==> src/rtl/core/assert_macros.svh <==
// assertion helpers shared by the rtl files
`ifndef ASSERT_MACROS_SVH
`define ASSERT_MACROS_SVH

// property checked on every rising clock edge, off while in reset
`define ASSERT_CLK(label, prop, msg) \
	label: assert property (@(posedge clk) disable iff (!arst_n) (prop)) else $error(msg);

// condition that must never hold on a rising clock edge
`define ASSERT_NEVER(label, expr, msg) \
	label: assert property (@(posedge clk) disable iff (!arst_n) !(expr)) else $error(msg);

`endif

==> src/rtl/core/qct_pkg.sv <==
package qct_pkg;

	// limits of one command
	localparam int MAX_LEN  = 1024;
	localparam int MAX_ARGS = 128;

	// length saturates at MAX_LEN+1, argument total stops at MAX_ARGS
	localparam int LEN_W  = $clog2(MAX_LEN + 2);
	localparam int ARGS_W = $clog2(MAX_ARGS + 1);
	localparam int CNT_W  = (ARGS_W > 8) ? ARGS_W : 8;

	// queue between classifier and output stage, power of two
	localparam int FIFO_DEPTH = 4;
	localparam int PTR_W      = $clog2(FIFO_DEPTH);

	// characters
	localparam logic [7:0] CH_NUL   = 8'h00;
	localparam logic [7:0] CH_TAB   = 8'h09;
	localparam logic [7:0] CH_LF    = 8'h0A;
	localparam logic [7:0] CH_CR    = 8'h0D;
	localparam logic [7:0] CH_SPACE = 8'h20;
	localparam logic [7:0] CH_QUOTE = 8'h22;
	localparam logic [7:0] CH_SEMI  = 8'h3B;

	typedef enum logic [1:0] {
		KIND_BYTE    = 2'd0,
		KIND_ARG_END = 2'd1,
		KIND_CMD_END = 2'd2
	} kind_t;

	typedef enum logic [1:0] {
		ST_OK       = 2'd0,
		ST_TOO_LONG = 2'd1,
		ST_NO_QUOTE = 2'd2,
		ST_TOO_MANY = 2'd3
	} status_t;

	// one output beat
	typedef struct packed {
		kind_t       kind;
		logic [7:0]  arg_byte;
		logic [6:0]  arg_index;
		logic [7:0]  arg_count;
		status_t     status;
		logic        last_of_run;
	} result_t;

	// everything one input byte produces: one or two beats
	typedef struct packed {
		logic    two;
		result_t r0;
		result_t r1;
	} entry_t;

	// queue status seen by both sides
	typedef struct packed {
		logic full;
		logic empty;
	} fifo_stat_t;

endpackage

==> src/rtl/core/qct_fifo.sv <==
`include "assert_macros.svh"

module qct_fifo
	import qct_pkg::*;
(
	input  logic       clk,
	input  logic       arst_n,
	input  logic       push,
	input  entry_t     push_data,
	input  logic       pop,
	output entry_t     pop_data,
	output fifo_stat_t stat
);

	entry_t           mem_q [FIFO_DEPTH];
	logic [PTR_W-1:0] wr_ptr_q;
	logic [PTR_W-1:0] rd_ptr_q;
	logic [PTR_W:0]   cnt_q;

	assign stat.full  = (cnt_q == (PTR_W+1)'(FIFO_DEPTH));
	assign stat.empty = (cnt_q == '0);
	assign pop_data   = mem_q[rd_ptr_q];

	always_ff @(posedge clk) begin
		if (push) begin
			mem_q[wr_ptr_q] <= push_data;
		end
	end

	always_ff @(posedge clk or negedge arst_n) begin
		if (!arst_n) begin
			wr_ptr_q <= '0;
			rd_ptr_q <= '0;
			cnt_q    <= '0;
		end else begin
			if (push) wr_ptr_q <= wr_ptr_q + 1'b1;
			if (pop)  rd_ptr_q <= rd_ptr_q + 1'b1;
			if (push && !pop)      cnt_q <= cnt_q + 1'b1;
			else if (pop && !push) cnt_q <= cnt_q - 1'b1;
		end
	end

	`ASSERT_NEVER(a_fifo_overrun, push && stat.full, "push into full queue")
	`ASSERT_NEVER(a_fifo_underrun, pop && stat.empty, "pop from empty queue")
	`ASSERT_CLK(a_fifo_ptrs, (cnt_q == '0) |-> (wr_ptr_q == rd_ptr_q), "empty queue, pointers differ")

endmodule

==> src/rtl/core/qct_front.sv <==
`include "assert_macros.svh"

module qct_front
	import qct_pkg::*;
(
	input  logic       clk,
	input  logic       arst_n,
	input  logic       in_valid,
	output logic       in_stall,
	input  logic [7:0] text_byte,
	input  logic       end_of_text,
	input  fifo_stat_t fstat,
	output logic       push,
	output entry_t     push_data
);

	typedef enum logic [1:0] {
		MODE_IDLE   = 2'd0,
		MODE_PLAIN  = 2'd1,
		MODE_QUOTED = 2'd2
	} mode_t;

	logic              skip_q, skip_d;
	logic              par_q, par_d;
	mode_t             mode_q, mode_d;
	logic [LEN_W-1:0]  len_q, len_d;
	logic [ARGS_W-1:0] tot_q, tot_d;
	status_t           err_q, err_d;

	logic       accept;
	logic       is_quote, is_space, is_delim, is_nul;
	logic       do_end, end_skip, do_close;
	logic       has_byte, has_cmd;
	result_t    byte_res, cmd_res;
	logic [CNT_W-1:0] tot_ext;
	logic [6:0] cur_idx;

	assign in_stall = fstat.full;
	assign accept   = in_valid && !fstat.full;

	assign is_quote = (text_byte == CH_QUOTE);
	assign is_space = (text_byte == CH_SPACE) || (text_byte == CH_TAB);
	assign is_delim = (text_byte == CH_SEMI) || (text_byte == CH_CR) || (text_byte == CH_LF);
	assign is_nul   = (text_byte == CH_NUL);

	// argument index saturates at 127
	assign tot_ext = CNT_W'(tot_q);
	assign cur_idx = (tot_ext > CNT_W'(127)) ? 7'h7F : tot_ext[6:0];

	always_comb begin
		skip_d   = skip_q;
		par_d    = par_q;
		mode_d   = mode_q;
		len_d    = len_q;
		tot_d    = tot_q;
		err_d    = err_q;
		do_end   = 1'b0;
		end_skip = 1'b0;
		do_close = 1'b0;
		has_byte = 1'b0;
		has_cmd  = 1'b0;
		byte_res = '0;
		cmd_res  = '0;

		if (skip_q && (is_delim || is_space)) begin
			if (end_of_text) skip_d = 1'b0;
		end else begin
			skip_d = 1'b0;
			if (is_nul) begin
				if (len_q != '0) begin
					do_end = 1'b1;
				end else begin
					par_d  = 1'b0;
					mode_d = MODE_IDLE;
					len_d  = '0;
					tot_d  = '0;
					err_d  = ST_OK;
				end
			end else begin
				par_d = par_q ^ is_quote;
				if (is_delim && !par_d) begin
					do_end   = 1'b1;
					end_skip = !end_of_text;
				end else begin
					if (len_q <= LEN_W'(MAX_LEN)) len_d = len_q + 1'b1;
					if (len_d > LEN_W'(MAX_LEN)) err_d = ST_TOO_LONG;
					byte_res.arg_index = cur_idx;
					byte_res.arg_byte  = text_byte;
					byte_res.kind      = KIND_BYTE;
					case (mode_q)
						MODE_IDLE: begin
							if (is_quote) begin
								mode_d = MODE_QUOTED;
							end else if (!is_space) begin
								mode_d   = MODE_PLAIN;
								has_byte = 1'b1;
							end
						end
						MODE_PLAIN: begin
							has_byte = 1'b1;
							if (is_space) begin
								do_close = 1'b1;
								mode_d   = MODE_IDLE;
							end
						end
						default: begin
							has_byte = 1'b1;
							if (is_quote) begin
								do_close = 1'b1;
								mode_d   = MODE_IDLE;
							end
						end
					endcase
					if (do_close) begin
						byte_res.kind     = KIND_ARG_END;
						byte_res.arg_byte = '0;
						if (tot_q >= ARGS_W'(MAX_ARGS)) begin
							if (err_d == ST_OK) err_d = ST_TOO_MANY;
						end else begin
							tot_d = tot_q + 1'b1;
						end
					end
					do_end = end_of_text;
				end
			end
		end

		if (do_end) begin
			// an open plain argument is closed by the command end
			if (mode_d == MODE_PLAIN) begin
				if (tot_d >= ARGS_W'(MAX_ARGS)) begin
					if (err_d == ST_OK) err_d = ST_TOO_MANY;
				end else begin
					tot_d = tot_d + 1'b1;
				end
			end
			has_cmd           = 1'b1;
			cmd_res.kind      = KIND_CMD_END;
			cmd_res.arg_count = 8'(CNT_W'(tot_d));
			if (len_d > LEN_W'(MAX_LEN))  cmd_res.status = ST_TOO_LONG;
			else if (err_d != ST_OK)      cmd_res.status = err_d;
			else if (mode_d == MODE_QUOTED) cmd_res.status = ST_NO_QUOTE;
			else                          cmd_res.status = ST_OK;
			cmd_res.last_of_run = 1'b1;
			skip_d = end_skip;
			par_d  = 1'b0;
			mode_d = MODE_IDLE;
			len_d  = '0;
			tot_d  = '0;
			err_d  = ST_OK;
		end

		byte_res.last_of_run = !has_cmd;
	end

	assign push           = accept && (has_byte || has_cmd);
	assign push_data.two  = has_byte && has_cmd;
	assign push_data.r0   = has_byte ? byte_res : cmd_res;
	assign push_data.r1   = cmd_res;

	always_ff @(posedge clk or negedge arst_n) begin
		if (!arst_n) begin
			skip_q <= 1'b0;
			par_q  <= 1'b0;
			mode_q <= MODE_IDLE;
			len_q  <= '0;
			tot_q  <= '0;
			err_q  <= ST_OK;
		end else if (accept) begin
			skip_q <= skip_d;
			par_q  <= par_d;
			mode_q <= mode_d;
			len_q  <= len_d;
			tot_q  <= tot_d;
			err_q  <= err_d;
		end
	end

	`ASSERT_CLK(a_skip_clean, skip_q |-> (mode_q == MODE_IDLE && len_q == '0 && tot_q == '0), "skip with open command")
	`ASSERT_CLK(a_len_err, (len_q > LEN_W'(MAX_LEN)) |-> (err_q == ST_TOO_LONG), "overlong command without error")
	`ASSERT_CLK(a_tot_cap, tot_q <= ARGS_W'(MAX_ARGS), "argument total above cap")

endmodule

==> src/rtl/core/qct_back.sv <==
`include "assert_macros.svh"

module qct_back
	import qct_pkg::*;
(
	input  logic       clk,
	input  logic       arst_n,
	input  fifo_stat_t fstat,
	input  entry_t     pop_data,
	output logic       pop,
	output logic       out_valid,
	input  logic       out_stall,
	output logic [1:0] kind,
	output logic [7:0] arg_byte,
	output logic [6:0] arg_index,
	output logic [7:0] arg_count,
	output logic [1:0] status,
	output logic       last_of_run
);

	logic    out_valid_q;
	result_t out_q;
	logic    pend_q;
	result_t pend_res_q;
	logic    out_free;

	assign out_free = !out_valid_q || !out_stall;
	assign pop      = out_free && !pend_q && !fstat.empty;

	always_ff @(posedge clk or negedge arst_n) begin
		if (!arst_n) begin
			out_valid_q <= 1'b0;
			pend_q      <= 1'b0;
		end else if (out_free) begin
			if (pend_q) begin
				out_valid_q <= 1'b1;
				pend_q      <= 1'b0;
			end else if (!fstat.empty) begin
				out_valid_q <= 1'b1;
				pend_q      <= pop_data.two;
			end else begin
				out_valid_q <= 1'b0;
			end
		end
	end

	always_ff @(posedge clk) begin
		if (out_free) begin
			if (pend_q) begin
				out_q <= pend_res_q;
			end else if (!fstat.empty) begin
				out_q      <= pop_data.r0;
				pend_res_q <= pop_data.r1;
			end
		end
	end

	assign out_valid   = out_valid_q;
	assign kind        = out_q.kind;
	assign arg_byte    = out_q.arg_byte;
	assign arg_index   = out_q.arg_index;
	assign arg_count   = out_q.arg_count;
	assign status      = out_q.status;
	assign last_of_run = out_q.last_of_run;

	`ASSERT_CLK(a_pend_shown, pend_q |-> (out_valid_q && !out_q.last_of_run), "second beat pending behind wrong beat")
	`ASSERT_CLK(a_cmd_last, (out_valid_q && out_q.kind == KIND_CMD_END) |-> out_q.last_of_run, "command end not last")

endmodule

==> src/rtl/core/quoted_command_tokenizer.sv <==
// channel | beat                                                  | handshake
// --------+-------------------------------------------------------+---------------------
// in      | text_byte, end_of_text                                | in_valid / in_stall
// out     | kind, arg_byte, arg_index, arg_count, status, last_of_run | out_valid / out_stall
//
// one text byte accepted per cycle while in_stall is low; a byte that yields two beats (end of text
// inside an argument) sends them out one after the other at the output port
// a result beat passes through the queue and then the output reg before it reaches the output
// in_stall rises only when the four-entry queue is full; out_stall holds the output reg
// reset is asynchronous, clears all control state; no clearing pass, no startup cycles
module quoted_command_tokenizer
	import qct_pkg::*;
(
	input  logic       clk,
	input  logic       arst_n,
	// input beats
	input  logic       in_valid,
	output logic       in_stall,
	input  logic [7:0] text_byte,
	input  logic       end_of_text,
	// result beats
	output logic       out_valid,
	input  logic       out_stall,
	output logic [1:0] kind,
	output logic [7:0] arg_byte,
	output logic [6:0] arg_index,
	output logic [7:0] arg_count,
	output logic [1:0] status,
	output logic       last_of_run
);

	// queue status, shared by both sides
	fifo_stat_t fstat;
	// front side writes one entry per byte that has results
	logic       push;
	entry_t     push_data;
	// back side takes one entry when its output reg frees up and no second beat is pending
	logic       pop;
	entry_t     pop_data;

	// front: classifies the byte, tracks quotes, tokens, length, argument total
	qct_front u_front (
		.clk         (clk),
		.arst_n      (arst_n),
		.in_valid    (in_valid),
		.in_stall    (in_stall),
		.text_byte   (text_byte),
		.end_of_text (end_of_text),
		.fstat       (fstat),
		.push        (push),
		.push_data   (push_data)
	);

	// short queue so the two sides stall independently
	qct_fifo u_fifo (
		.clk       (clk),
		.arst_n    (arst_n),
		.push      (push),
		.push_data (push_data),
		.pop       (pop),
		.pop_data  (pop_data),
		.stat      (fstat)
	);

	// back: splits each entry into one or two beats behind an output register
	qct_back u_back (
		.clk         (clk),
		.arst_n      (arst_n),
		.fstat       (fstat),
		.pop_data    (pop_data),
		.pop         (pop),
		.out_valid   (out_valid),
		.out_stall   (out_stall),
		.kind        (kind),
		.arg_byte    (arg_byte),
		.arg_index   (arg_index),
		.arg_count   (arg_count),
		.status      (status),
		.last_of_run (last_of_run)
	);

endmodule
==> config.mk <==
export PLATFORM = sky130hd
export DESIGN_NAME = quoted_command_tokenizer
export DESIGN_NICKNAME = d
export VERILOG_FILES = /design/src/rtl/core/qct_pkg.sv /design/src/rtl/core/qct_fifo.sv /design/src/rtl/core/qct_front.sv /design/src/rtl/core/qct_back.sv /design/src/rtl/core/quoted_command_tokenizer.sv
export VERILOG_INCLUDE_DIRS = /design/src /design/src/rtl/core
export SDC_FILE = /design/constraint.sdc
export NUM_CORES = 1
export LEC_CHECK = 0
export BUFFER_PORTS_ARGS = -buffer_cell sky130_fd_sc_hd__buf_4
export CAP_MARGIN = 20
export CORE_ASPECT_RATIO = 1.4
export CORE_UTILIZATION = 39
export DETAILED_ROUTE_END_ITERATION = 8
export SLEW_MARGIN = 40
export SYNTH_ARGS = -nofsm -noshare
export SYNTH_HDL_FRONTEND = slang
export SYNTH_SLANG_ARGS = --single-unit
==> constraint.sdc <==
create_clock -name clk -period 9.3 [get_ports clk]
set_clock_uncertainty 0.1 [all_clocks]
set_input_delay 0.93 -clock clk [delete_from_list [all_inputs] [get_ports clk]]
set_output_delay 0.93 -clock clk [all_outputs]
set_load 0.005 [all_outputs]
# After elaboration in Yosys (flattened, before gate mapping)
# Memories as Yosys holds them, arrays and structs flattened.
# Index checks and enable logic that the tools add are counted.
# word_totals
register_bits,90
latch_bits,0
mem_bits_rw,168
mem_bits_ro,0
memories,1
# mem_list
memory,words,word_bits,rd,rd_clocked_by_memory_dff,wr,line_no,source
u_fifo.mem_q,4,42,1,0,1,qct_fifo.sv:15,entry_t mem_q [FIFO_DEPTH];
# classes
n_addsub,7
multipliers,0
div_mod_pow,0
order_cmp,6
eq_ne,14
n_shift,0
mux,92
n_bitwise,3
reduce_logical,37
# ops
op,n
11-bit two-way mux,10
28-bit two-way mux,3
8-bit two-way mux,9
2-bit two-way mux,29
17-bit two-way mux,3
1-bit two-way mux,32
"8-bit by 4-bit == test with 1-bit output, second input constant",3
"8-bit by 6-bit == test with 1-bit output, second input constant",3
"11-bit > comparator, second input constant",2
"8-bit by 1-bit adder with 8-bit output, second input constant",2
"8-bit >= comparator, second input constant",2
"11-bit by 1-bit adder with 11-bit output, second input constant",1
"11-bit <= comparator, second input constant",1
11-bit nonzero test,1
1-bit logical NOT,10
1-bit logical AND,9
9-bit two-way mux,1
"8-bit by 7-bit > comparator with 1-bit output, second input constant",1
8-bit logical NOT,1
7-bit two-way mux,1
2-bit logical NOT,3
1-bit logical OR,6
3-bit two-way mux,2
3-bit AND reduction,2
other kinds (17),22

# Depth between registers and ports, before layout
# Gate-level depths: netlist (run 1).
# logic_depth
word_depth,29
ltp_mapped,15
mapped_depth_nobuf,13

# By module
# From an unflattened synthesis (run 1), not the netlist that was laid out.
# hier_totals
hier_cells,850
hier_area_um2,13934.6
# modules_own_cells
mod,n_inst,cells_per_inst,area_each_um2,seq_area_each_um2
qct_fifo,1,332,8628.3,7021.7
qct_front,1,421,3045.4,625.6
qct_back,1,97,2260.9,1731.7

# Worst setup path before layout (run 1)
# Ideal clock, no wire load.
# synth_timing
kind,in2reg
from,in text_byte[6]
to,mem u_fifo.mem_q[0][10] in the netlist's numbering (enable)
setup_ns,0.401
arrival_time_ns,3.854
required_time_ns,8.799
path_slack_ns,4.945
stages,8
n_path_buf,0
cell_sequence,nor3_1 nand4_1 a21oi_1 o211a_1 clkinv_1 ha_1 nor2_1 and2_1
# synth_via
elab_chain_cells,12
elab_cells_between_ends,29
cone_classes,eq/ne (6); mux (12); bitwise (1); reduce/logical (10)
# synth_lines
item,line_no,source
start: declaration,quoted_command_tokenizer.sv:19,"input logic [7:0] text_byte,"
8-bit by 6-bit == test with 1-bit output (tied with other cells),qct_front.sv:42,assign is_space = (text_byte == CH_SPACE) || (text_byte == CH_TAB);
1-bit logical OR (tied with other cells),qct_front.sv:42,
1-bit two-way mux (tied with other cells),qct_front.sv:94,end else if (!is_space) begin
1-bit two-way mux or 1-bit logical AND (tied branches),"qct_front.sv:92, qct_front.sv:81",
1-bit two-way mux (on tied branches),"qct_front.sv:90, qct_front.sv:81",
1-bit two-way mux (on tied branches),"qct_front.sv:81, qct_front.sv:69",
1-bit two-way mux (on tied branches),"qct_front.sv:69, qct_front.sv:65",
1-bit two-way mux (on tied branches),"qct_front.sv:65, qct_front.sv:128",
1-bit logical OR (*),qct_front.sv:156,assign push = accept && (has_byte || has_cmd);
1-bit logical AND (*),qct_front.sv:156,
named net push,quoted_command_tokenizer.sv:35,logic push;
1-bit two-way mux (*),qct_fifo.sv:25,if (push) begin
1-bit two-way mux (not written as such) (*),qct_fifo.sv:26,mem_q[wr_ptr_q] <= push_data;
end: declaration,qct_fifo.sv:15,
# The timed path passes the listed nets; every way through them passes the cells marked *.

# Worst setup path in the final report (run 1)
# layout_timing
from,in text_byte[6]
to,reg u_fifo.cnt_q[2]
# layout_via
elab_chain_cells,13
elab_cells_between_ends,32
cone_classes,eq/ne (6); mux (11); bitwise (1); reduce/logical (14)
# layout_lines
item,line_no,source
8-bit by 6-bit == test with 1-bit output (tied with other cells),qct_front.sv:42,
1-bit logical OR (tied with other cells),qct_front.sv:42,
1-bit two-way mux (tied with other cells),qct_front.sv:94,
1-bit two-way mux or 1-bit logical AND (tied branches),"qct_front.sv:92, qct_front.sv:81",
1-bit two-way mux (on tied branches),"qct_front.sv:90, qct_front.sv:81",
1-bit two-way mux (on tied branches),"qct_front.sv:81, qct_front.sv:69",
1-bit two-way mux (on tied branches),"qct_front.sv:69, qct_front.sv:65",
1-bit two-way mux (on tied branches),"qct_front.sv:65, qct_front.sv:128",
1-bit logical OR (*),qct_front.sv:156,
1-bit logical AND (*),qct_front.sv:156,
named net push,quoted_command_tokenizer.sv:35,
1-bit logical NOT,qct_fifo.sv:39,else if (pop && !push) cnt_q <= cnt_q - 1'b1;
1-bit logical AND,qct_fifo.sv:39,
2-bit nonzero test (no source line),--,
end signal: assignment,qct_fifo.sv:38,if (push && !pop) cnt_q <= cnt_q + 1'b1;
end signal: assignment,qct_fifo.sv:39,
end: declaration,qct_fifo.sv:18,logic [PTR_W:0] cnt_q;
# Marked as above.
# A chain may end at the register's enable or synchronous reset.

==> metrics.md, run 1 <==
| Metric | Value |
|---|---|
| Drt pass-1 iters | 5 |
| Yosys cell types | 82 |
| DR vias | 6,181 |
| Die W | 141 um |
| DRT Wirelength | 22.5 mm |
| Sequential cell area | 6830 um^2 |
| Fin. Hold Viols | 0 |
| GRT overflow | 0 |
| Crit path kind | in -> reg |
| CTS sink count | 233 |
| DR top layer | met4 |
| Design Area, Final | 12,000 um^2 |
| Core Rows | 70 |
| Area leader, netlist | edfxtp_1 |
| Placed Cells incl. Taps | 1,074 |
| Initial Util | 40.0% |
| Max Fclk | 0.223 GHz |
| Routability cong. | 0.927 |
| Filler instances | 2,304 |
| Syn. warnings | 0 |
| Sw Share | 27.8% |
| Post-Syn Area | 10,600 um^2 |
| Post-Syn Instances | 703 |
| Final setup viols | 0 |
| # hold bufs at CTS | 0 |
| # resized after CTS | 0 |
| Total GRT Usage | 16.9% |
| Vias per cell | 5.54 |
| Int Pwr | 2.40 mW |
| Met3 routed WL | 861 um |
| Met1 Routed Length | 8.82 mm |
| Period utilization | 48.2% |
| Total power | 3.32 mW |
| Max Transition Viols Final | 0 |
| Clock Latency Late Sink | 0.51 ns |
| Core ar. | 26,400 um^2 |
| Mapped Nets | 730 |
| CP endpoint kind | register |
| DIE HEIGHT | 197 um |
| Logic pwr share | 25.7% |
| CP Data Required Time | 9.61 ns |
| Drt first-iter violations | 344 |
| Post-synth EDFFs | 199 |
| Bufs on Longest Clock Path | 3 |
| Most instantiated cells after synthesis | edfxtp_1, nand2_1, mux4_2, dfrtp_1, nor2_1 |
| Slew @ Worst Pin | 0.784 ns |
| Max_slew headroom | 47.2% |
| Crit-path max FO | 11 |
| Status | finished clean |
| Setup Fix Bufs, Post-CTS | 0 |
| Setup WS post-layout | 4.82 ns |
| Vias in the first global route | 6,444 |
| Post-route antenna net violation count | 0 |
| Slowest-stage cell, CP | nor3_1 |
| Setup TNS | 0 ns |
| RSZ-0062 raised after global routing | no |
| CTS clk-pin slew, worst paths | 0.06 ns |
| Detailed placer's ending HPWL | 14.8 mm |
| P_sw | 0.925 mW |
| Crit path DAT | 4.79 ns |
| Seq cells post-synth | 233 |
| Most common cell in the netlist | edfxtp_1 |
| Share of the synthesized area in the top cell type | 56.6% |
| CP cell instances | buf_4, nor3_1, nand4_1, a21oi_1, o211a_1, clkinv_1, ha_1, nor2_1, ha_1, inv_1, fa_1, xor2_1, nor2_1, xor2_1 |
| Largest cells by area after synthesis | edfxtp_1, mux4_2, dfrtp_1, nand2_1, ha_1 |
| Multi-input logic area | 3520 um^2 |
| Area Overhead vs Synth | 13.9% |
| CTS tree | built |
| Most used DFF post-synth | edfxtp_1 |
| Clk pwr share | 28.5% |
| Wire length per cell | 20.2 um |
| Worst Setup Start Kind | input pin |
| H-tree depth | 1 |
| DRC violations left | 0 |
| Sequential area share after synthesis | 64.7% |
| Clock root cell | clkbuf_16 |
| N_diodes | 0 |
| Max Cap Violations | 0 |
| Share of cells above drive strength 1 | 24.6% |
| Io pins | 43 |
| # nets final | 766 |
| Post-synthesis async set-or-reset flop share | 14.6% |
| First-pass GRT wire length | 36.1 mm |
| Largest net degree at the start of global routing | 43 |
| Leakage | 4.18 nW |
| Hold_ws | 0.285 ns |
| PwrDens | 276 nW/um^2 |
| Mean Syn Cell Area | 15.0 um^2 |
| CTS Buf Count | 23 |
| Hold Crit Class | in -> async |
| Met2 wire length | 12.2 mm |
| Non-Filler Instances | 1,115 |
| Die area | 27,700 um^2 |
| Sequential Power Share | 45.8% |
| Buffers on Ports | 42 |
| Slowest cell delay on critical path | 0.51 ns |
| Final Core Density | 45.6% |
| Max IR drop VDD | 0.000123 V |
| Clock period minus worst slack | 4.48 ns |
| Initial antenna violation count | 0 |
| Worst-case reg-to-reg path depth | 14 |
| Dpl cell area | 11,200 um^2 |
| Post-Place Setup Slack | 4.36 ns |
[registers in the layout, indices dropped and copies added (netlist names)]
| register | cells |
|---|---|
| u_front.skip_q | 1 |
| u_fifo.cnt_q | 3 |
| u_fifo.wr_ptr_q | 2 |
| u_back.pend_q | 1 |
| u_back.kind | 2 |
| u_front.len_q | 11 |
| u_back.out_valid | 1 |
| u_back.arg_count | 8 |
| u_back.last_of_run | 1 |
| u_back.status | 2 |
| u_front.err_q | 2 |
| u_back.arg_index | 7 |
| u_front.mode_q | 2 |
| u_fifo.mem_q | 160 |
| u_fifo.rd_ptr_q | 2 |
| u_front.par_q | 1 |
| u_back.pend_res_q | 11 |
| u_back.arg_byte | 8 |
| u_front.tot_ext | 8 |
[final timing paths]
check	from	to	slack [ns]
min in group clk	u_fifo.cnt_q[2]	u_fifo.cnt_q[2]	0.44
hold / removal	arst_n	u_front.tot_ext[5]	0.29
max in group asynchronous	arst_n	u_fifo.rd_ptr_q[0]	8.47
hold reg to reg	u_fifo.cnt_q[2]	u_fifo.cnt_q[2]	0.44
setup / recovery	text_byte[6]	u_fifo.cnt_q[2]	4.82
setup reg to reg	u_front.len_q[0]	u_fifo.cnt_q[2]	5.45
[cells by family after synthesis]
kind of cell             after synthesis  share of synthesized area, %
flip-flops                           233                          64.7
AND/OR/NAND/NOR                      205                          10.9
AO/OA/AOI/OAI                        121                          8.64
multiplexers                          59                          10.6
buffers and inverters                 57                          2.22
adder cells (fa/ha/maj)               15                          1.83
XOR/XNOR                              13                          1.08
[placed cells by master, fill, tap and decap left out, types with 7 or more instances in the layout]
cell type  instances
inv_1             17
nand3_1           12
a31oi_1            8
a21oi_1           17
o31ai_1            9
nand2_1           45
nor3_1            16
dfrtp_1           33
ha_1              13
mux4_2            40
xnor2_1            7
buf_4             47
edfxtp_1         199
o21ai_0           27
and2_1            10
nor2_1            32
nor4_1             9
nor2b_1           19
nand4_1            9
mux2_2            13
clkbuf_16         23
[critical path: cells and delay by family]
| family | cells | cell delay (ns) |
|---|---|---|
| adder cells (fa/ha/maj) | 3 | 0.98 |
| AND/OR/NAND/NOR | 4 | 1.29 |
| AO/OA/AOI/OAI | 2 | 0.78 |
| buffers and inverters | 3 | 0.47 |
| XOR/XNOR | 2 | 0.35 |
[layer usage]
metal | global-route usage, % | vias to the layer above
met5 | 0 | -
met4 | 5.96 | 0
met1 | 19.4 | 3161
met3 | 2.09 | 46
met2 | 32.0 | 161
li1 | - | 2813
[power groups by stage]
| stage | clock network, mW | registers (mW) | logic, mW |
|---|---|---|---|
| 2_1_floorplan | 0 | 1.53 | 0.569 |
| 3_3_place_gp | 0 | 1.53 | 0.857 |
| 3_5_place_dp | 0 | 1.55 | 0.880 |
| 4_1_cts | 0.966 | 1.52 | 0.885 |
| 5_1_grt | 1.00 | 1.55 | 0.941 |
| 6_report | 0.945 | 1.52 | 0.854 |
[layout make-up]
cell class                 instances  area share, %
sequential                       233           56.8
clock inverter                    12           1.07
inverter                          19          0.593
multi-input combinational        413           29.3
timing repair buffer              49           3.15
tap                              360           3.75
clock buffer                      29           5.39
No activity file was read; power rests on OpenSTA's default activity.
==> run 2, diff against run 1 <==
==> constraint.sdc (replaced) <==
create_clock -name clk -period 4.2 [get_ports clk]
set_clock_uncertainty 0.1 [all_clocks]
set_input_delay 0.42 -clock clk [delete_from_list [all_inputs] [get_ports clk]]
set_output_delay 0.42 -clock clk [all_outputs]
set_load 0.005 [all_outputs]
==> run 2 against run 1 <==
Non-clock buffer count increased by 14. Clock-buffer cell count is 2 higher. Clock power is 110% higher. Sequential share of layout area shrank 0.39 points. Worst hold slack got worse by 0.25 ns. Combinational power grew 120%. Critical path type is now reg -> reg. Critical endpoint is now u_fifo.mem_q[3][20]. Largest cell class unchanged. Largest power group unchanged.
==> metrics.md, run 2 (synthesis results as in run 1) <==
| Metric | Value |
|---|---|
| Max IR drop VDD | 0.000265 V (+120%) |
| Clock period minus worst slack | 3.75 ns |
| Max_slew headroom | 52.5% (+5.3 points) |
| RR Startpoint | u_front.mode_q[1] |
| Worst-case reg-to-reg path depth | 10 (-4) |
| Commonest non-fill, non-tap cells in the layout | edfxtp_1, buf_4, nand2_1 |
| Status | finished clean |
| Multi-input logic area | 3510 um^2 (-0.21%) |
| Reg-to-Reg End | u_fifo.mem_q[3][20] |
| Max Fclk | 0.267 GHz |
| M3 GR Usage | 2.21% (+0.12 points) |
| Setup TNS | 0 ns (unchanged) |
| Filler instances | 2,291 (-0.56%) |
| R2R setup slack | 0.45 ns (-5.00 ns) |
| Initial antenna violation count | 0 (unchanged) |
| Sequential cell area | 6830 um^2 (unchanged) |
| Setup WS post-layout | 0.453 ns (-4.36 ns) |
| PwrDens | 602 nW/um^2 (+120%) |
| Slowest cell delay on critical path | 0.57 ns (+0.06 ns) |
| Io pins | 43 (unchanged) |
| Wire length per cell | 20.2 um (+0.18%) |
| Clock root cell | clkbuf_16 |
| CTS Buf Count | 22 (-4.3%) |
| Regs by FF count | u_fifo.mem_q x160, u_back.pend_res_q x11, u_front.len_q x11 |
| DIE HEIGHT | 197 um (unchanged) |
| Vias in the first global route | 6,481 (+0.57%) |
| Crit path kind | reg -> reg |
| CTS tree | built |
| Fin. Hold Viols | 0 (unchanged) |
| Critical Path Source | u_front.mode_q[1] |
| DRT Wirelength | 22.8 mm (+1.1%) |
| CP Data Required Time | 4.34 ns (-5.27 ns) |
| Int Pwr | 5.28 mW (+120%) |
| Worst Hold Path Cells | 2 |
| Cell family with the largest share of critical-path delay | simple AND/OR/NAND/NOR gates |
| Logic pwr share | 26.3% (+0.6 points) |
| Crit-path max FO | 8 (-3) |
| Routability cong. | 0.918 (-0.92%) |
| Die W | 141 um (unchanged) |
| Final setup viols | 0 (unchanged) |
| Max Transition Viols Final | 0 (unchanged) |
| WP buf/inv | 1 (-2) |
| Leading cell type in the layout, fill and taps excluded | edfxtp_1 |
| Total power | 7.29 mW (+120%) |
| Total GRT Usage | 17.2% (+0.33 points) |
| Post-route antenna net violation count | 0 (unchanged) |
| Clk pwr share | 26.9% (-1.6 points) |
| Buffers on Ports | 42 (unchanged) |
| Worst Setup Start Kind | register |
| First-pass GRT wire length | 36.4 mm (+1.0%) |
| CTS sink count | 233 (unchanged) |
| CP endpoint kind | register |
| CP cell instances | or4b_1, a211o_1, and2_1, o31ai_1, or2_1, ha_1, inv_1, nor3_4, a21boi_2, nor3b_1 |
| Drt first-iter violations | 355 (+3.2%) |
| Max reg flops | 160 (unchanged) |
| Setup Fix Bufs, Post-CTS | 0 (unchanged) |
| Clock Latency Late Sink | 0.51 ns (about the same) |
| Period utilization | 89.2% |
| Detailed placer's ending HPWL | 15.4 mm (+4.3%) |
| Slew @ Worst Pin | 0.704 ns (-0.0799 ns) |
| Share of cells above drive strength 1 | 24.6% (-0.061 points) |
| Core ar. | 26,400 um^2 (unchanged) |
| Die area | 27,700 um^2 (unchanged) |
| H-tree depth | 1 (unchanged) |
| Bufs on Longest Clock Path | 3 (unchanged) |
| CP endpoint | u_fifo.mem_q[3][20] |
| Global-route met1 utilization | 20.1% (+0.71 points) |
| Most Crowded Layer GR | met2 |
| Slowest-stage cell, CP | or4b_1 |
| Core Rows | 70 (unchanged) |
| RSZ-0062 raised after global routing | no |
| Biggest register | u_fifo.mem_q |
| DR vias | 6,181 (unchanged) |
| M2 GR Usage | 31.4% (-0.61 points) |
| P_sw | 2.02 mW (+120%) |
| # nets final | 779 (+1.7%) |
| WP depth | 10 (-4) |
| Leakage | 4.22 nW (+1.1%) |
| Initial Util | 40.0% (unchanged) |
| Max Cap Violations | 0 (unchanged) |
| Sw Share | 27.6% (-0.20 points) |
| Drt pass-1 iters | 4 (-1) |
| Crit path DAT | 3.88 ns (-0.91 ns) |
| GRT overflow | 0 (unchanged) |
| DRC violations left | 0 (unchanged) |
| CTS clk-pin slew, worst paths | 0.07 ns (about the same) |
| Area Overhead vs Synth | 14.7% |
| Largest net degree at the start of global routing | 35 (-19%) |
| N_diodes | 0 (unchanged) |
| Hold Crit Class | in -> reg |
| Sequential Power Share | 46.8% (+1.0 points) |
| Post-Place Setup Slack | 0.433 ns (-3.93 ns) |
| Vias per cell | 5.49 (-0.89%) |
-- run 2: cell types whose count changed in the layout (fill, tap and decap cells not counted), sizes merged --
cell,change
clkinv,-3
clkinvlp,-2
clkbuf,+2
buf,+13
dlygate4sd3,+1
inv,-1
-- run 2: worst min path at each step --
| stage | slack [ns] | startpoint | end |
|---|---|---|---|
| after floorplan | 0.02 | arst_n | u_back.out_valid |
| after global placement | 0.31 | arst_n | u_fifo.wr_ptr_q[1] |
| after detailed placement | 0.31 | arst_n | u_front.len_q[3] |
| after CTS | 0.02 | end_of_text | u_front.par_q |
| after global routing | 0.04 | end_of_text | u_front.par_q |
| final | 0.04 | end_of_text | u_front.par_q |
-- run 2: power groups by stage --
stage / Combinational [mW] / Sequential [mW] / Clock, mW
floorplan: 1.26 / 3.39 / 0
global placement: 1.93 / 3.44 / 0
detailed placement: 1.96 / 3.46 / 0
CTS: 1.97 / 3.42 / 2.00
global route: 2.11 / 3.47 / 2.08
finish: 1.92 / 3.41 / 1.96
-- run 2: cell type report --
cell class | instances | share of cell area [%]
clock inverters | 6 | 0.713
multi-input cells | 413 | 29.0
flip-flops and latches | 233 | 56.4
clock buffers | 31 | 5.08
repair buffers | 63 | 4.51
well taps | 360 | 3.72
inverters | 19 | 0.589
-- run 2: repair_timing --
item	in CTS	in global routing
setup endpoints to repair	0	0
gates resized for setup	0	0
hold buffers	1	0
endpoints found under the hold margin	34	0
-- run 2: routing by layer --
layer,share of wire (%),vias to the layer above
met5,0,-
met3,3.7,55
met4,4.1,0
met1,39,3128
li1,-,2846
met2,53,152
-- run 2: stage by stage --
step                instances  instance area [um^2]  utilization, %  hold WS [ns]
global placement         1086                 11400            43.2         0.310
CTS                      1125                 12100            45.9        0.0214
detailed placement       1087                 11400            43.2         0.315
floorplan                 703                 10600               -        0.0244
finish                   1125                 12100            45.9        0.0351
global route             1125                 12100            45.9        0.0382
==> run 3, diff against run 2 <==
==> constraint.sdc (replaced) <==
create_clock -name clk -period 3.3 [get_ports clk]
set_clock_uncertainty 0.1 [all_clocks]
set_input_delay 0.33 -clock clk [delete_from_list [all_inputs] [get_ports clk]]
set_output_delay 0.33 -clock clk [all_outputs]
set_load 0.005 [all_outputs]
==> run 3 against run 2 <==
Global-route usage grew 0.78 points. Worst setup slack lost 0.39 ns. Core utilization grew 3.1 points. Sequential cell count is the same. Register-to-register slack lost 0.39 ns. Largest power group unchanged. Clock power grew 30%.
==> metrics.md, run 3 (synthesis results as in run 1) <==
| Metric | Value |
|---|---|
| Core ar. | 26,400 um^2 (unchanged) |
| Commonest non-fill, non-tap cells in the layout | edfxtp_1, buf_4, nand2_1 |
| PwrDens | 737 nW/um^2 (+22%) |
| RR Startpoint | u_front.len_q[5] |
| Int Pwr | 6.86 mW (+30%) |
| GRT overflow | 0 (unchanged) |
| Worst Setup Start Kind | register |
| Wire length per cell | 20.1 um (-0.80%) |
| Setup WS post-layout | 0.0625 ns (-0.391 ns) |
| Most frequent CP cell | o41ai_4 |
| Total GRT Usage | 18.0% (+0.78 points) |
| Hold Crit Class | in -> reg |
| Max Fclk | 0.309 GHz (+16%) |
| Max_slew headroom | 58.3% (+5.8 points) |
| Dpl cell area | 12,000 um^2 (+5.5%) |
| Drt pass-1 iters | 5 (+1) |
| Clock period minus worst slack | 3.24 ns (-0.509 ns) |
| Final setup viols | 0 (unchanged) |
| Area Overhead vs Synth | 22.5% |
| Die W | 141 um (unchanged) |
| Initial antenna violation count | 0 (unchanged) |
| Slowest-stage cell, CP | dfrtp_1 |
| Worst Hold Path Cells | 2 (unchanged) |
| Max Transition Viols Final | 0 (unchanged) |
| CP Data Required Time | 3.44 ns (-0.90 ns) |
| Clock Latency Late Sink | 0.50 ns (about the same) |
| Post-Place Setup Slack | -0.102 ns (-0.535 ns) |
| CTS sink count | 233 (unchanged) |
| WHS Endpoint | u_fifo.mem_q[0][37] |
| Share of cells above drive strength 1 | 35.0% (+10 points) |
| Biggest register | u_fifo.mem_q |
| Detailed placer's ending HPWL | 16.5 mm (+7.4%) |
| Regs by FF count | u_fifo.mem_q x160, u_back.pend_res_q x11, u_front.len_q x11 |
| H-tree depth | 1 (unchanged) |
| Io pins | 43 (unchanged) |
| Initial Util | 40.0% (unchanged) |
| # nets final | 863 (+11%) |
| Clk pwr share | 26.7% (-0.2 points) |
| Clock root cell | clkbuf_16 |
| Largest net degree at the start of global routing | 41 (+17%) |
| CTS clk-pin slew, worst paths | 0.06 ns (about the same) |
| Logic pwr share | 27.9% (+1.6 points) |
| Max reg flops | 160 (unchanged) |
| DIE HEIGHT | 197 um (unchanged) |
| DRT Wirelength | 24.3 mm (+6.9%) |
| Setup TNS | 0 ns (unchanged) |
| Design Area, Final | 12,900 um^2 (+6.8%) |
| Max IR drop VDD | 0.000431 V (+63%) |
| Slowest cell delay on critical path | 0.44 ns (-0.13 ns) |
| CTS Buf Count | 23 (+4.5%) |
| Core Rows | 70 (unchanged) |
| Buffers on Ports | 42 (unchanged) |
| Crit path DAT | 3.37 ns (-0.51 ns) |
| Leakage | 4.70 nW (+11%) |
| Hold path startpoint | text_byte[6] |
| Cell family with the largest share of critical-path delay | compound AO/OA/AOI/OAI gates |
| R2R setup slack | 0.06 ns (-0.39 ns) |
| Vias in the first global route | 6,750 (+4.2%) |
| CP endpoint kind | register |
| Crit-path max FO | 4 (-4) |
| Status | finished clean |
| Leading cell type in the layout, fill and taps excluded | edfxtp_1 |
| Sw Share | 28.0% (+0.32 points) |
| Routability cong. | 0.871 (-5.2%) |
| Final Core Density | 49.0% (+3.1 points) |
| Vias per cell | 5.37 (-2.3%) |
| CTS tree | built |
| Reg-to-Reg End | u_fifo.mem_q[1][14] |
| Worst-case reg-to-reg path depth | 9 (-1) |
| Sequential Power Share | 45.3% (-1.5 points) |
| Drt first-iter violations | 325 (-8.5%) |
| CP cell instances | buf_4, or3_1, o41ai_4, and4_1, o211ai_1, mux2_4, o41ai_4, o211a_4, nor2_1 |
| Post-route antenna net violation count | 0 (unchanged) |
| Max Cap Violations | 0 (unchanged) |
| Period utilization | 98.1% (+8.9 points) |
| Fin. Hold Viols | 0 (unchanged) |
| P_sw | 2.66 mW (+32%) |
| N_diodes | 0 (unchanged) |
| Crit path kind | reg -> reg |
| DR vias | 6,506 (+5.3%) |
| Bufs on Longest Clock Path | 3 (unchanged) |
| DRC violations left | 0 (unchanged) |
| Slew @ Worst Pin | 0.619 ns (-0.0848 ns) |
| Die area | 27,700 um^2 (unchanged) |
| First-pass GRT wire length | 37.9 mm (+4.1%) |
| WP buf/inv | 1 (unchanged) |
## run 3: cell count changes in the layout (fill, tap and decap cells not counted), sizes merged
cell,previous run,this run
clkinv,3,9
bufinv,2,1
dlygate4sd3,1,3
buf,62,143
clkbuf,31,30
## run 3: worst max-delay path by stage
stage                       from             endpoint  cells past startpoint  slack (ns)
2_1_floorplan       text_byte[0]      u_fifo.cnt_q[1]                     12       -0.03
3_3_place_gp    u_front.len_q[5]  u_fifo.mem_q[0][14]                     11       -0.17
3_5_place_dp        text_byte[1]      u_fifo.cnt_q[2]                     15       -0.10
4_1_cts        u_front.mode_q[1]   u_fifo.mem_q[2][8]                      9       0.001
5_1_grt        u_front.mode_q[1]  u_fifo.mem_q[1][20]                     11      -0.003
6_report        u_front.len_q[5]  u_fifo.mem_q[1][14]                      9        0.06
## run 3: per-stage QoR
| stage | cells | hold WS (ns) | total power [mW] |
|---|---|---|---|
| 2_1_floorplan | 703 | -0.0656 | 5.91 |
| 3_3_place_gp | 1164 | 0.228 | 6.98 |
| 3_5_place_dp | 1166 | 0.237 | 7.09 |
| 4_1_cts | 1209 | 0.00623 | 9.67 |
| 5_1_grt | 1212 | 0.0831 | 9.99 |
| 6_report | 1212 | 0.0979 | 9.52 |
## run 3: cell type report
cell class                      instances  area, um^2
Fill cell                            2260       13400
Sequential cell                       233        6830
Multi-Input combinational cell        413        3640
Timing Repair Buffer                  146        1190
Clock buffer                           30         652
Tap cell                              360         450
Clock inverter                         11        93.8
Inverter                               19        71.3
## run 3: repair_timing
| item | CTS | global route |
|---|---|---|
| buffers inserted | 0 | 2 |
| gates resized for setup | 4 | 18 |
| endpoints found under the hold margin | 36 | 1 |
| pin swaps | 0 | 5 |
| setup endpoints to repair | 35 | 45 |
| hold buffers | 2 | 1 |
## run 3: layer usage
metal	global-route usage (%)	up-vias	share of wire, %
li1	-	3008	-
met3	2.43	46	4.2
met4	6.96	0	3.4
met5	0	-	0
met1	20.5	3280	38
met2	33.9	172	54
## run 3: power groups by stage
stage | clock network (mW) | logic, mW | registers [mW]
after global routing | 2.73 | 2.88 | 4.38
after floorplan | 0 | 1.61 | 4.30
after detailed placement | 0 | 2.71 | 4.38
after global placement | 0 | 2.63 | 4.35
final | 2.55 | 2.66 | 4.32
after CTS | 2.61 | 2.73 | 4.33
